**config.mk**
```make
export PLATFORM = sky130hd
export DESIGN_NAME = cfsd_fifo
export DESIGN_NICKNAME = d
export VERILOG_FILES = /design/src/hw/rtl/cfsd_pkg.sv /design/src/hw/rtl/cfsd_fifo.sv
export SDC_FILE = /design/constraint.sdc
export NUM_CORES = 1
export LEC_CHECK = 0
export ABC_AREA = 1
export BUFFER_PORTS_ARGS = -buffer_cell sky130_fd_sc_hd__buf_4
export CAP_MARGIN = 10
export CORE_MARGIN = 2
export CORE_UTILIZATION = 42
export DETAILED_ROUTE_END_ITERATION = 8
export PLACE_DENSITY = 0.61
export SLEW_MARGIN = 10
export SYNTH_ARGS = -nofsm -noshare
export SYNTH_HDL_FRONTEND = slang
export SYNTH_SLANG_ARGS = --single-unit
```
**constraint.sdc**
```tcl
create_clock -name clk -period 2.4 [get_ports clk]
set_input_delay 0.12 -clock clk [delete_from_list [all_inputs] [get_ports clk]]
set_output_delay 0.12 -clock clk [all_outputs]
set_load 0.03 [all_outputs]
```
**src/hw/rtl/cfsd_pkg.sv**
```systemverilog
// Shared constants, types and the tanh lookup table for the cross-feedback stereo delay.
package cfsd_pkg;

  localparam int RING_DEPTH      = 32768;
  localparam int SAMPLE_BITS     = 18;
  localparam int TANH_TABLE_BITS = 10;

  localparam int ADDR_W    = $clog2(RING_DEPTH);
  localparam int LEN_W     = $clog2(RING_DEPTH + 1);
  localparam int CFG_LEN_W = 16;
  localparam int CFG_OFF_W = 15;
  localparam int CFG_IDX_W = 2;
  localparam int CFG_DATA_W = CFG_LEN_W;
  localparam int CLEN_W    = (CFG_LEN_W > LEN_W) ? CFG_LEN_W : LEN_W;
  localparam int OFF_CMP_W = (CFG_OFF_W > LEN_W) ? CFG_OFF_W : LEN_W;

  localparam logic [CFG_LEN_W-1:0] RING_LENGTH_RESET      = 16'd31752;
  localparam logic [CFG_OFF_W-1:0] LEFT_TAP_OFFSET_RESET  = 15'd13671;
  localparam logic [CFG_OFF_W-1:0] RIGHT_TAP_OFFSET_RESET = 15'd18963;

  localparam int OUT_W      = 16;
  localparam int IN_DATA_W  = ((2 * SAMPLE_BITS + 7) / 8) * 8;
  localparam int OUT_DATA_W = ((2 * OUT_W + 7) / 8) * 8;

  // tap gains in Q16, rounded product shifted back down
  localparam int GAIN_W     = 14;
  localparam int GAIN_SHIFT = 16;
  localparam int PROD_W     = SAMPLE_BITS + GAIN_W + 1;
  localparam logic signed [GAIN_W-1:0] GAIN_OUT = 14'sd5243;
  localparam logic signed [GAIN_W-1:0] GAIN_FB  = 14'sd7864;
  localparam logic signed [PROD_W-1:0] GAIN_ROUND = PROD_W'(1 << (GAIN_SHIFT - 1));

  localparam logic signed [SAMPLE_BITS-1:0] SAMPLE_MAX = {1'b0, {(SAMPLE_BITS-1){1'b1}}};
  localparam logic signed [SAMPLE_BITS-1:0] SAMPLE_MIN = {1'b1, {(SAMPLE_BITS-1){1'b0}}};

  // tanh table spans magnitudes 0 .. 8.0 in Q3.15
  localparam int TAB_N         = 1 << TANH_TABLE_BITS;
  localparam int TAB_SPAN_BITS = 18;
  localparam int TAB_SPAN      = 1 << TAB_SPAN_BITS;
  localparam int TAB_SH        = TAB_SPAN_BITS - TANH_TABLE_BITS;
  localparam int TAB_HALF      = 1 << (TAB_SH - 1);
  localparam int TAB_IDX_W     = $clog2(TAB_N + 1);
  localparam int ABS_W         = (SAMPLE_BITS > TAB_SPAN_BITS) ? SAMPLE_BITS : TAB_SPAN_BITS;

  localparam int FIFO_DEPTH = 8;
  localparam int FIFO_AW    = $clog2(FIFO_DEPTH);
  localparam int FIFO_CW    = $clog2(FIFO_DEPTH + 1);
  localparam int IN_FLIGHT  = 3;

  localparam longint unsigned Q30 = 64'd1 << 30;

  // exp step 2*0.92*8/N in Q30
  localparam longint unsigned TAB_Z =
      ((64'd1472 << 30) + 64'd50 * 64'(TAB_N)) / (64'd100 * 64'(TAB_N));

  typedef enum logic [CFG_IDX_W-1:0] {
    REG_RING_LENGTH,
    REG_LEFT_TAP_OFFSET,
    REG_RIGHT_TAP_OFFSET
  } cfg_reg_t;

  typedef struct packed {
    logic [CFG_LEN_W-1:0] ring_length;
    logic [CFG_OFF_W-1:0] left_tap_offset;
    logic [CFG_OFF_W-1:0] right_tap_offset;
  } ring_cfg_t;

  typedef struct packed {
    logic                          valid;
    logic signed [SAMPLE_BITS-1:0] left;
    logic signed [SAMPLE_BITS-1:0] right;
  } mix_t;

  typedef struct packed {
    logic [OUT_W-1:0] right;
    logic [OUT_W-1:0] left;
  } wet_t;

  typedef logic [TAB_N:0][OUT_W-1:0] tanh_tab_t;

  // shift-subtract quotient, used only while building the table
  function automatic longint unsigned udiv64(input longint unsigned n,
                                             input longint unsigned d);
    longint unsigned q;
    longint unsigned r;
    q = '0;
    r = '0;
    for (int b = 63; b >= 0; b--) begin
      r = {r[62:0], n[b]};
      q = {q[62:0], 1'b0};
      if (r >= d) begin
        r = r - d;
        q[0] = 1'b1;
      end
    end
    return q;
  endfunction

  // tanh(0.92*8*i/N) = (1-D)/(1+D), D = exp(-2*0.92*8*i/N), series for exp step
  function automatic tanh_tab_t build_tanh_tab();
    tanh_tab_t         tab;
    longint unsigned   z;
    longint unsigned   term;
    longint unsigned   e;
    longint unsigned   d;
    longint unsigned   num;
    longint unsigned   v;
    z = TAB_Z;
    term = Q30;
    e = Q30;
    d = Q30;
    for (int k = 1; k <= 12; k++) begin
      term = udiv64((term * z) >> 30, 64'(k));
      if (k[0]) e = e - term;
      else      e = e + term;
    end
    for (int i = 0; i <= TAB_N; i++) begin
      num = (Q30 - d) * 64'd65536 + (Q30 + d);
      v = udiv64(num, 64'd2 * (Q30 + d));
      tab[i] = (v > 64'd32767) ? 16'd32767 : v[15:0];
      d = (d * e) >> 30;
    end
    return tab;
  endfunction

  localparam tanh_tab_t TANH_TAB = build_tanh_tab();

endpackage

```
**src/hw/rtl/cfsd_fifo.sv**
```systemverilog
// Output queue holding finished results until the downstream side takes them.
module cfsd_fifo
  import cfsd_pkg::*;
(
  input  logic               clk,
  input  logic               rst,
  input  logic               push,
  input  wet_t               push_data,
  input  logic               pop,
  output wet_t               head,
  output logic               not_empty,
  output logic [FIFO_CW-1:0] count
);

  wet_t               entries [FIFO_DEPTH];
  logic [FIFO_AW-1:0] wr_ptr;
  logic [FIFO_AW-1:0] rd_ptr;

  always_ff @(posedge clk) begin
    if (push) begin
      entries[wr_ptr] <= push_data;
    end
  end

  always_ff @(posedge clk) begin
    if (rst) begin
      wr_ptr <= '0;
      rd_ptr <= '0;
      count <= '0;
    end else begin
      if (push) begin
        wr_ptr <= wr_ptr + FIFO_AW'(1);
      end
      if (pop) begin
        rd_ptr <= rd_ptr + FIFO_AW'(1);
      end
      case ({push, pop})
        2'b10: count <= count + FIFO_CW'(1);
        2'b01: count <= count - FIFO_CW'(1);
        default: count <= count;
      endcase
    end
  end

  assign head      = entries[rd_ptr];
  assign not_empty = count != '0;

endmodule

```
==> results of run 1 <==
-- placed cells by master (no fill, tap or decap), types with 3 or more instances in the layout --
master / netlist / routed
sky130_fd_sc_hd__o21ai_1: 23 / 23
sky130_fd_sc_hd__o22ai_1: 32 / 32
sky130_fd_sc_hd__ha_1: 5 / 5
sky130_fd_sc_hd__inv_1: 16 / 15
sky130_fd_sc_hd__a211oi_1: 3 / 3
sky130_fd_sc_hd__edfxtp_1: 256 / 256
sky130_fd_sc_hd__xnor2_1: 3 / 3
sky130_fd_sc_hd__nand2_1: 112 / 112
sky130_fd_sc_hd__bufinv_16: 0 / 4
sky130_fd_sc_hd__buf_12: 1 / 7
sky130_fd_sc_hd__nor2_4: 0 / 8
sky130_fd_sc_hd__clkbuf_16: 0 / 28
sky130_fd_sc_hd__clkinv_1: 0 / 10
sky130_fd_sc_hd__dfxtp_1: 13 / 11
sky130_fd_sc_hd__clkbuf_1: 15 / 4
sky130_fd_sc_hd__buf_4: 7 / 84
sky130_fd_sc_hd__mux2i_1: 32 / 32
sky130_fd_sc_hd__nand3_1: 4 / 4
sky130_fd_sc_hd__dlygate4sd3_1: 0 / 35
sky130_fd_sc_hd__a21oi_1: 7 / 7
sky130_fd_sc_hd__o21ai_0: 107 / 107
sky130_fd_sc_hd__nor2_1: 144 / 136
-- layout make-up --
| type | instances | area share, % |
|---|---|---|
| multi-input combinational | 476 | 18.5 |
| timing repair buffer | 129 | 9.09 |
| tap | 330 | 3.21 |
| inverter | 16 | 0.467 |
| clock inverter | 17 | 1.39 |
| sequential | 269 | 61.9 |
| clock buffer | 31 | 5.37 |
-- flip-flops by register name, indices dropped and copies added (netlist names), named ones only --
register  cells
entries     256
wr_ptr        3
rd_ptr        3
count         4
-- Yosys cell counts --
cell type / instances / area share [%]
sky130_fd_sc_hd__clkbuf_2: 5 / 0.24
sky130_fd_sc_hd__nor3b_1: 1 / 0.071
sky130_fd_sc_hd__ha_1: 5 / 0.59
sky130_fd_sc_hd__nor3_1: 1 / 0.047
sky130_fd_sc_hd__nor2_1: 144 / 5.1
sky130_fd_sc_hd__xnor2_1: 3 / 0.25
sky130_fd_sc_hd__buf_8: 2 / 0.28
sky130_fd_sc_hd__clkbuf_1: 15 / 0.53
sky130_fd_sc_hd__o21ai_0: 107 / 5.1
sky130_fd_sc_hd__a21oi_1: 7 / 0.33
sky130_fd_sc_hd__or2_2: 1 / 0.059
sky130_fd_sc_hd__mux2i_1: 32 / 3.0
sky130_fd_sc_hd__o22ai_1: 32 / 1.9
sky130_fd_sc_hd__inv_1: 16 / 0.57
sky130_fd_sc_hd__edfxtp_1: 256 / 72
sky130_fd_sc_hd__nand3_1: 4 / 0.19
sky130_fd_sc_hd__buf_1: 3 / 0.11
sky130_fd_sc_hd__a211oi_1: 3 / 0.21
sky130_fd_sc_hd__dfxtp_1: 13 / 2.5
sky130_fd_sc_hd__buf_2: 11 / 0.52
sky130_fd_sc_hd__nand2_1: 112 / 4.0
sky130_fd_sc_hd__buf_6: 2 / 0.21
sky130_fd_sc_hd__buf_12: 1 / 0.19
sky130_fd_sc_hd__o21ai_1: 23 / 1.1
sky130_fd_sc_hd__buf_4: 7 / 0.50
sky130_fd_sc_hd__nand4_1: 1 / 0.059
-- how the worst max path moves through the flow --
stage,start,endpoint,depth (start not counted)
after global routing,flip-flop,head[30],7
after detailed placement,wr_ptr[0]$_SDFFE_PP0P_,entries[2][27]$_DFFE_PP_,3
after global placement,wr_ptr[0]$_SDFFE_PP0P_,entries[2][3]$_DFFE_PP_,3
after CTS,flip-flop,head[30],7
after floorplan,wr_ptr[0]$_SDFFE_PP0P_,entries[0][0]$_DFFE_PP_,2
final,flip-flop,head[30],7
-- cell families after synthesis --
group	after synthesis
xor+xnor	3
mux	32
simple gates	264
flops	269
buf+inv	62
compound gates	172
fa+ha+maj	5
-- what timing repair did --
item                                   4_1_cts  5_1_grt
setup buffers                                0        0
endpoints found under the hold margin      269        0
hold buffers                                35        0
resized for setup                            0        2
setup endpoints to repair                    0        8
-- power groups by stage --
stage | registers, mW | logic [mW] | clock network (mW)
2_1_floorplan | 5.41 | 0.777 | 0
6_report | 5.31 | 1.27 | 4.13
5_1_grt | 5.33 | 1.40 | 4.43
3_5_place_dp | 5.41 | 1.23 | 0
3_3_place_gp | 5.41 | 1.22 | 0
4_1_cts | 5.31 | 1.28 | 4.23
-- layer usage --
metal | wire length (µm) | global-route usage [%] | up-vias
met3 | 1150 | 2.90 | 25
met4 | 286 | 3.54 | 0
met5 | 0 | 0 | -
met1 | 10100 | 23.0 | 3102
met2 | 10700 | 28.7 | 142
li1 | - | - | 3131
-- worst max-delay path: cells and delay by family, from the launching register on --
family | cells | cell delay (ns)
compound gates | 1 | 0.25
simple gates | 3 | 0.27
flops | 1 | 0.42
buf+inv | 3 | 0.67
==> impl_summary.log, run 1 <==
INFO  metric multi_input_area = 2380 µm²
INFO  metric power_frac_comb = between 10% and 20%
INFO  metric cts_buffer_depth = 3
INFO  metric critical_path_arrival = between 2 and 2.5 ns
INFO  metric first_global_vias = about 6400
INFO  metric seq_area = just under 8000 µm²
INFO  metric largest_family_of_logic_cells_by_synthesized_area = simple AND/OR/NAND/NOR gates
INFO  metric grt_first_pass_wirelength = around 35000 µm
INFO  metric dr.first_iter.drc_count = roughly 550
INFO  metric port_buffers = 72
INFO  metric synth-adder-area-share = less than 1%
INFO  metric detailedPlacementHpwl = 12200 µm
INFO  metric report.final.setup_viol = 0
INFO  metric power = around 11 mW
INFO  metric p_seq_share = approximately half
INFO  metric num_io_pins = 73
INFO  metric maxCapViolations = 0
INFO  metric r2r_start = wr_ptr[0]$_SDFFE_PP0P_
INFO  metric finalNetCount = 960
INFO  metric whs = roughly 0.38 ns
INFO  metric run_status = finished clean
INFO  metric antenna_found_initial = 0
INFO  metric power.ir.vdd_worst = 0.000418 V
INFO  metric worstReg2RegEnd = entries[2][29]$_DFFE_PP_
INFO  metric die_area = approximately 27000 µm²
INFO  metric detailedRoute.firstPassIterationCount = 5
INFO  metric critPathMaxFanout = 31
INFO  metric slowest_delay = between 0.4 and 0.5 ns
INFO  metric postRouteWirelength = 22200 µm
INFO  metric number_of_diodes = 0
INFO  metric timing.reg2reg.setup_slack = approximately 0.6 ns
INFO  metric cellLeakagePower = around 4.5 nW
INFO  metric mappedNetlistNets = 848
INFO  metric gp_congestion = 0.743
INFO  metric final_layout_size_suffix_gt1_share = roughly 15%
INFO  metric clkLatencyLatePin = between 0.5 and 0.6 ns
INFO  metric grt_setup_unrepaired = yes
INFO  metric grt_remaining_overflow = 0
INFO  metric multiplexer_fraction_of_the_synthesized_cell_area = 3.02%
INFO  metric yosysSeqAreaShare = 74.9%
INFO  metric synthDistinctLibCells = 26
INFO  metric max_freq = about 0.44 GHz
INFO  metric holdPathStages = 2
INFO  metric clock-sinks = roughly 270
INFO  metric holdPathEnd = entries[1][24]$_DFFE_PP_
INFO  metric tritoncts_buffer_count = 27
INFO  metric setup.worst_path.end_class = primary output
INFO  metric netSwitchingFraction = a little under a quarter
INFO  metric path_cells = inv_2 -> buf_12 -> nor2_1 -> o22ai_1 -> nand2_1 -> nand2_1 -> buf_4
INFO  metric dpl-instance-area = 11600 µm²
INFO  metric die_width = between 150 and 200 µm
INFO  metric p_sw = roughly 2.5 mW
INFO  metric place_worst_setup_slack = 0.566 ns
INFO  metric period_needed = ~2.3 ns
INFO  metric drv_slew = 0
INFO  metric dp.cells = 1184
INFO  metric cts_htree_levels = 1
INFO  metric timing.clock.skew = ~0.0077 ns
INFO  metric timing.slew.headroom = a little under three fifths
INFO  metric n_fill_cell = between 2000 and 2500
INFO  metric die_height = ~160 µm
INFO  metric synth-compound-area-share = around 8.6%
INFO  metric cp.required = around 2.3 ns
INFO  metric wl_per_cell = around 18 µm
INFO  metric core_area = 25000 µm²
INFO  metric finish.cell_count_without_fillers = around 1300
INFO  metric worst_setup_hold_path_clk_slew = around 0.060 ns
INFO  metric timing.critical_path.slowest_stage_cell = sky130_fd_sc_hd__dfxtp_4
INFO  metric tightest_slew = approximately 0.64 ns
INFO  metric cts_tree = done
INFO  metric detail_route.vias_per_cell = around 5.0
INFO  metric p_int = 8.20 mW
INFO  metric worst_path_most_repeated_cell = sky130_fd_sc_hd__nand2_1
INFO  metric fraction_of_synthesized_cell_area_in_xor_and_xnor_cells = 0.248%
INFO  metric share_clk_of_total_power = 38.5%
INFO  metric setup.worst_path.start_class = flip-flop
INFO  metric power-per-cell-area = around 830 nW/µm²
INFO  metric hold_class = in -> reg
INFO  metric grt_use_total = between 15 and 20%
INFO  metric worstRegToRegCells = 3
INFO  metric final_min_period_over_clock_period = 94.8%
INFO  metric postRouteAntennaNets = 0
INFO  metric avgSynthCellArea = around 13 µm²
INFO  metric timing.setup.tns = 0 ns
INFO  metric postSynthRegisterBits = between 200 and 300
INFO  metric synth.cell_area = 10600 µm²
INFO  metric synth_cells = just over 800
INFO  metric setup_slack = approximately 0.13 ns
INFO  metric layout.cell_area.non_filler = around 13000 µm²
INFO  metric hold_viol_final = 0
INFO  metric holdCritStartpoint = push_data[24]
INFO  metric area_growth = 21.2%
INFO  metric ctsRootBufferMaster = sky130_fd_sc_hd__clkbuf_16
INFO  metric floorplan.initialDensity = 42.5%
INFO  metric maximum_number_of_pins_on_one_net_before_global_route_repair = 62
INFO  metric yosysWarningCount = 0
INFO  metric drc_errors = 0
INFO  metric synth-simple-area-share = a little under a tenth
INFO  metric num_vias = 6400
INFO  metric timing.setup.critical_path_class = reg -> out
INFO  metric postLayoutCoreUtil = roughly half
INFO  metric core.rowCount = 58
Power figures use the tool's default switching activity.
==> inputs of run 2 (changes only) <==
--- a/config.mk
+++ b/config.mk
@@ -8,6 +8,7 @@
 export ABC_AREA = 1
 export BUFFER_PORTS_ARGS = -buffer_cell sky130_fd_sc_hd__buf_4
 export CAP_MARGIN = 10
+export CORE_ASPECT_RATIO = 0.5
 export CORE_MARGIN = 2
 export CORE_UTILIZATION = 42
 export DETAILED_ROUTE_END_ITERATION = 8
==> run 2 against run 1 <==
Against the previous run: clock-buffer cell count increased by 2; fmax increased by 4.4%; via count increased by 0.64%; routed wire length about the same; global-route usage decreased by 0.36 points; die area increased by 0.29%; critical path depth decreased by 1; critical endpoint is now head[31]; highest routed layer unchanged.
==> impl_summary.log, run 2 (synthesis results as in run 1) <==
INFO  metric run_status = finished clean
INFO  metric commonest_non_fill_non_tap_cell_in_the_layout = sky130_fd_sc_hd__edfxtp_1
INFO  metric max_freq = 0.459 GHz
INFO  metric first_global_vias = between 6000 and 7000
INFO  metric grt_setup_unrepaired = no
INFO  metric timing.setup.critical_path_class = reg -> out
INFO  metric p_sw = approximately 2.5 mW
INFO  metric grt_remaining_overflow = 0
INFO  metric power-per-cell-area = 800 nW/µm²
INFO  metric met2_wirelength = roughly 10000 µm
INFO  metric hold_class = in -> reg
INFO  metric drv_slew = 0
INFO  metric cts_tree = done
INFO  metric clkLatencyLatePin = 0.52 ns
INFO  metric cp_num_buf_inv = 2
INFO  metric final_min_period_over_clock_period = between 90 and 100%
INFO  metric area_growth = 20.4%
INFO  metric finish.cell_count_without_fillers = 1281
INFO  metric hold_viol_final = 0
INFO  metric power.ir.vdd_worst = 0.000445 V
INFO  metric grt_first_pass_wirelength = roughly 35000 µm
INFO  metric num_io_pins = 73
INFO  metric critical_path_arrival = 2.06 ns
INFO  metric grt_use_total = ~17%
INFO  metric die_width = around 230 µm
INFO  metric cp.required = between 2 and 2.5 ns
INFO  metric drc_errors = 0
INFO  metric num_vias = around 6400
INFO  metric share_clk_of_total_power = between 30 and 40%
INFO  metric worst_setup_hold_path_clk_slew = 0.06 ns
INFO  metric whs = 0.379 ns
INFO  metric timing.critical_path.slowest_stage_cell = sky130_fd_sc_hd__dfxtp_4
INFO  metric core_area = around 25000 µm²
INFO  metric ctsRootBufferMaster = sky130_fd_sc_hd__clkbuf_16
INFO  metric register_name_with_the_most_flops = entries
INFO  metric commonest_cells_after_routing_fill_and_taps_aside = sky130_fd_sc_hd__edfxtp_1 (256), sky130_fd_sc_hd__nor2_1 (136), sky130_fd_sc_hd__nand2_1 (112)
INFO  metric gp_congestion = about 0.75
INFO  metric detailedPlacementHpwl = ~13000 µm
INFO  metric dr.first_iter.drc_count = around 600
INFO  metric clock-sinks = 269
INFO  metric cts_htree_levels = 1
INFO  metric tritoncts_buffer_count = 25
INFO  metric report.final.setup_viol = 0
INFO  metric postRouteAntennaNets = 0
INFO  metric tightest_slew = between 0.5 and 0.6 ns
INFO  metric port_buffers = just over 70
INFO  metric wl_per_cell = approximately 17 µm
INFO  metric m1WireLength = approximately 11000 µm
INFO  metric setup.worst_path.end_class = primary output
INFO  metric path_delay_family = flip-flops
INFO  metric largest_reg_flops = approximately 260
INFO  metric cts_buffer_depth = 3
INFO  metric timing.clock.skew = about 0.011 ns
INFO  metric path_cells = buf_12 -> o21ai_0 -> o21ai_0 -> nand2_1 -> nand2_1 -> buf_4
INFO  metric postRouteWirelength = ~22000 µm
INFO  metric top_layer_used = met4
INFO  metric cellLeakagePower = between 4 and 5 nW
INFO  metric reg_top3 = entries (256), count (4)
INFO  metric netSwitchingFraction = between 20% and 30%
INFO  metric met3_wirelength = between 700 and 800 µm
INFO  metric p_int = just under 8 mW
INFO  metric p_seq_share = 52.0%
INFO  metric die_area = 26600 µm²
INFO  metric critPathMaxFanout = slightly above 60
INFO  metric setup.worst_path.start_class = flip-flop
INFO  metric die_height = 116 µm
INFO  metric detailedRoute.firstPassIterationCount = 4
INFO  metric timing.setup.tns = 0 ns
INFO  metric floorplan.initialDensity = 42.4%
INFO  metric timing.slew.headroom = approximately 62%
INFO  metric power_frac_comb = 12.4%
INFO  metric maximum_number_of_pins_on_one_net_before_global_route_repair = 70
INFO  metric dp.cells = 1199
INFO  metric number_of_diodes = 0
INFO  metric final_layout_size_suffix_gt1_share = approximately 15%
INFO  metric antenna_found_initial = 0
INFO  metric finalNetCount = 960
INFO  metric detail_route.vias_per_cell = ~5.0
INFO  metric maxCapViolations = 0
INFO  metric core.rowCount = 41
INFO  metric slowest_delay = between 0.5 and 0.6 ns
INFO  metric period_needed = around 2.2 ns
[run 2: layout make-up]
| type | count | area (µm²) |
|---|---|---|
| Clock buffer | 33 | 686 |
| Clock inverter | 12 | 58.8 |
| Fill cell | 2167 | 12200 |
| Inverter | 16 | 60.1 |
| Multi-Input combinational cell | 476 | 2380 |
| Sequential cell | 269 | 7960 |
| Tap cell | 344 | 430 |
| Timing Repair Buffer | 131 | 1200 |
[run 2: path summary, 6_finish.rpt]
check | from | to | slack [ns] | cells after the start
setup / recovery | flip-flop | head[31] | 0.22 | 6
hold / removal | push_data[26] | entries[7][26]$_DFFE_PP_ | 0.38 | 2
setup reg to reg | wr_ptr[0]$_SDFFE_PP0P_ | entries[2][8]$_DFFE_PP_ | 0.59 | 3
hold reg to reg | wr_ptr[0]$_SDFFE_PP0P_ | wr_ptr[0]$_SDFFE_PP0P_ | 0.51 | 2
[run 2: repair_timing]
action / 4_1_cts / 5_1_grt
resized for setup: 0 / 1
hold endpoints to repair: 269 / 0
setup buffers: 0 / 2
setup endpoints to repair: 0 / 21
hold buffers: 35 / 0
[run 2: through the flow]
step           total power [mW]  setup WS (ns)  area [µm²]  utilization [%]
3_5_place_dp               6.63          0.576       11600             46.6
2_1_floorplan              6.18        -0.0346       10600                -
6_report                   10.2          0.220       12800             51.1
4_1_cts                    10.3         0.0824       12700             51.0
3_3_place_gp               6.61          0.621       11600             46.6
5_1_grt                    10.6         0.0179       12800             51.1
[run 2: power by group through the flow]
| stage | clock [mW] | sequential, mW | combinational, mW |
|---|---|---|---|
| 6_report | 3.63 | 5.32 | 1.27 |
| 5_1_grt | 3.90 | 5.32 | 1.40 |
| 3_3_place_gp | 0 | 5.42 | 1.19 |
| 3_5_place_dp | 0 | 5.43 | 1.20 |
| 2_1_floorplan | 0 | 5.41 | 0.777 |
| 4_1_cts | 3.71 | 5.33 | 1.25 |
[run 2: layer usage]
layer	vias to the layer above	track usage, %
li1	3138	-
met1	3184	23.7
met2	92	27.5
met3	27	2.47
met4	0	2.96
met5	-	0
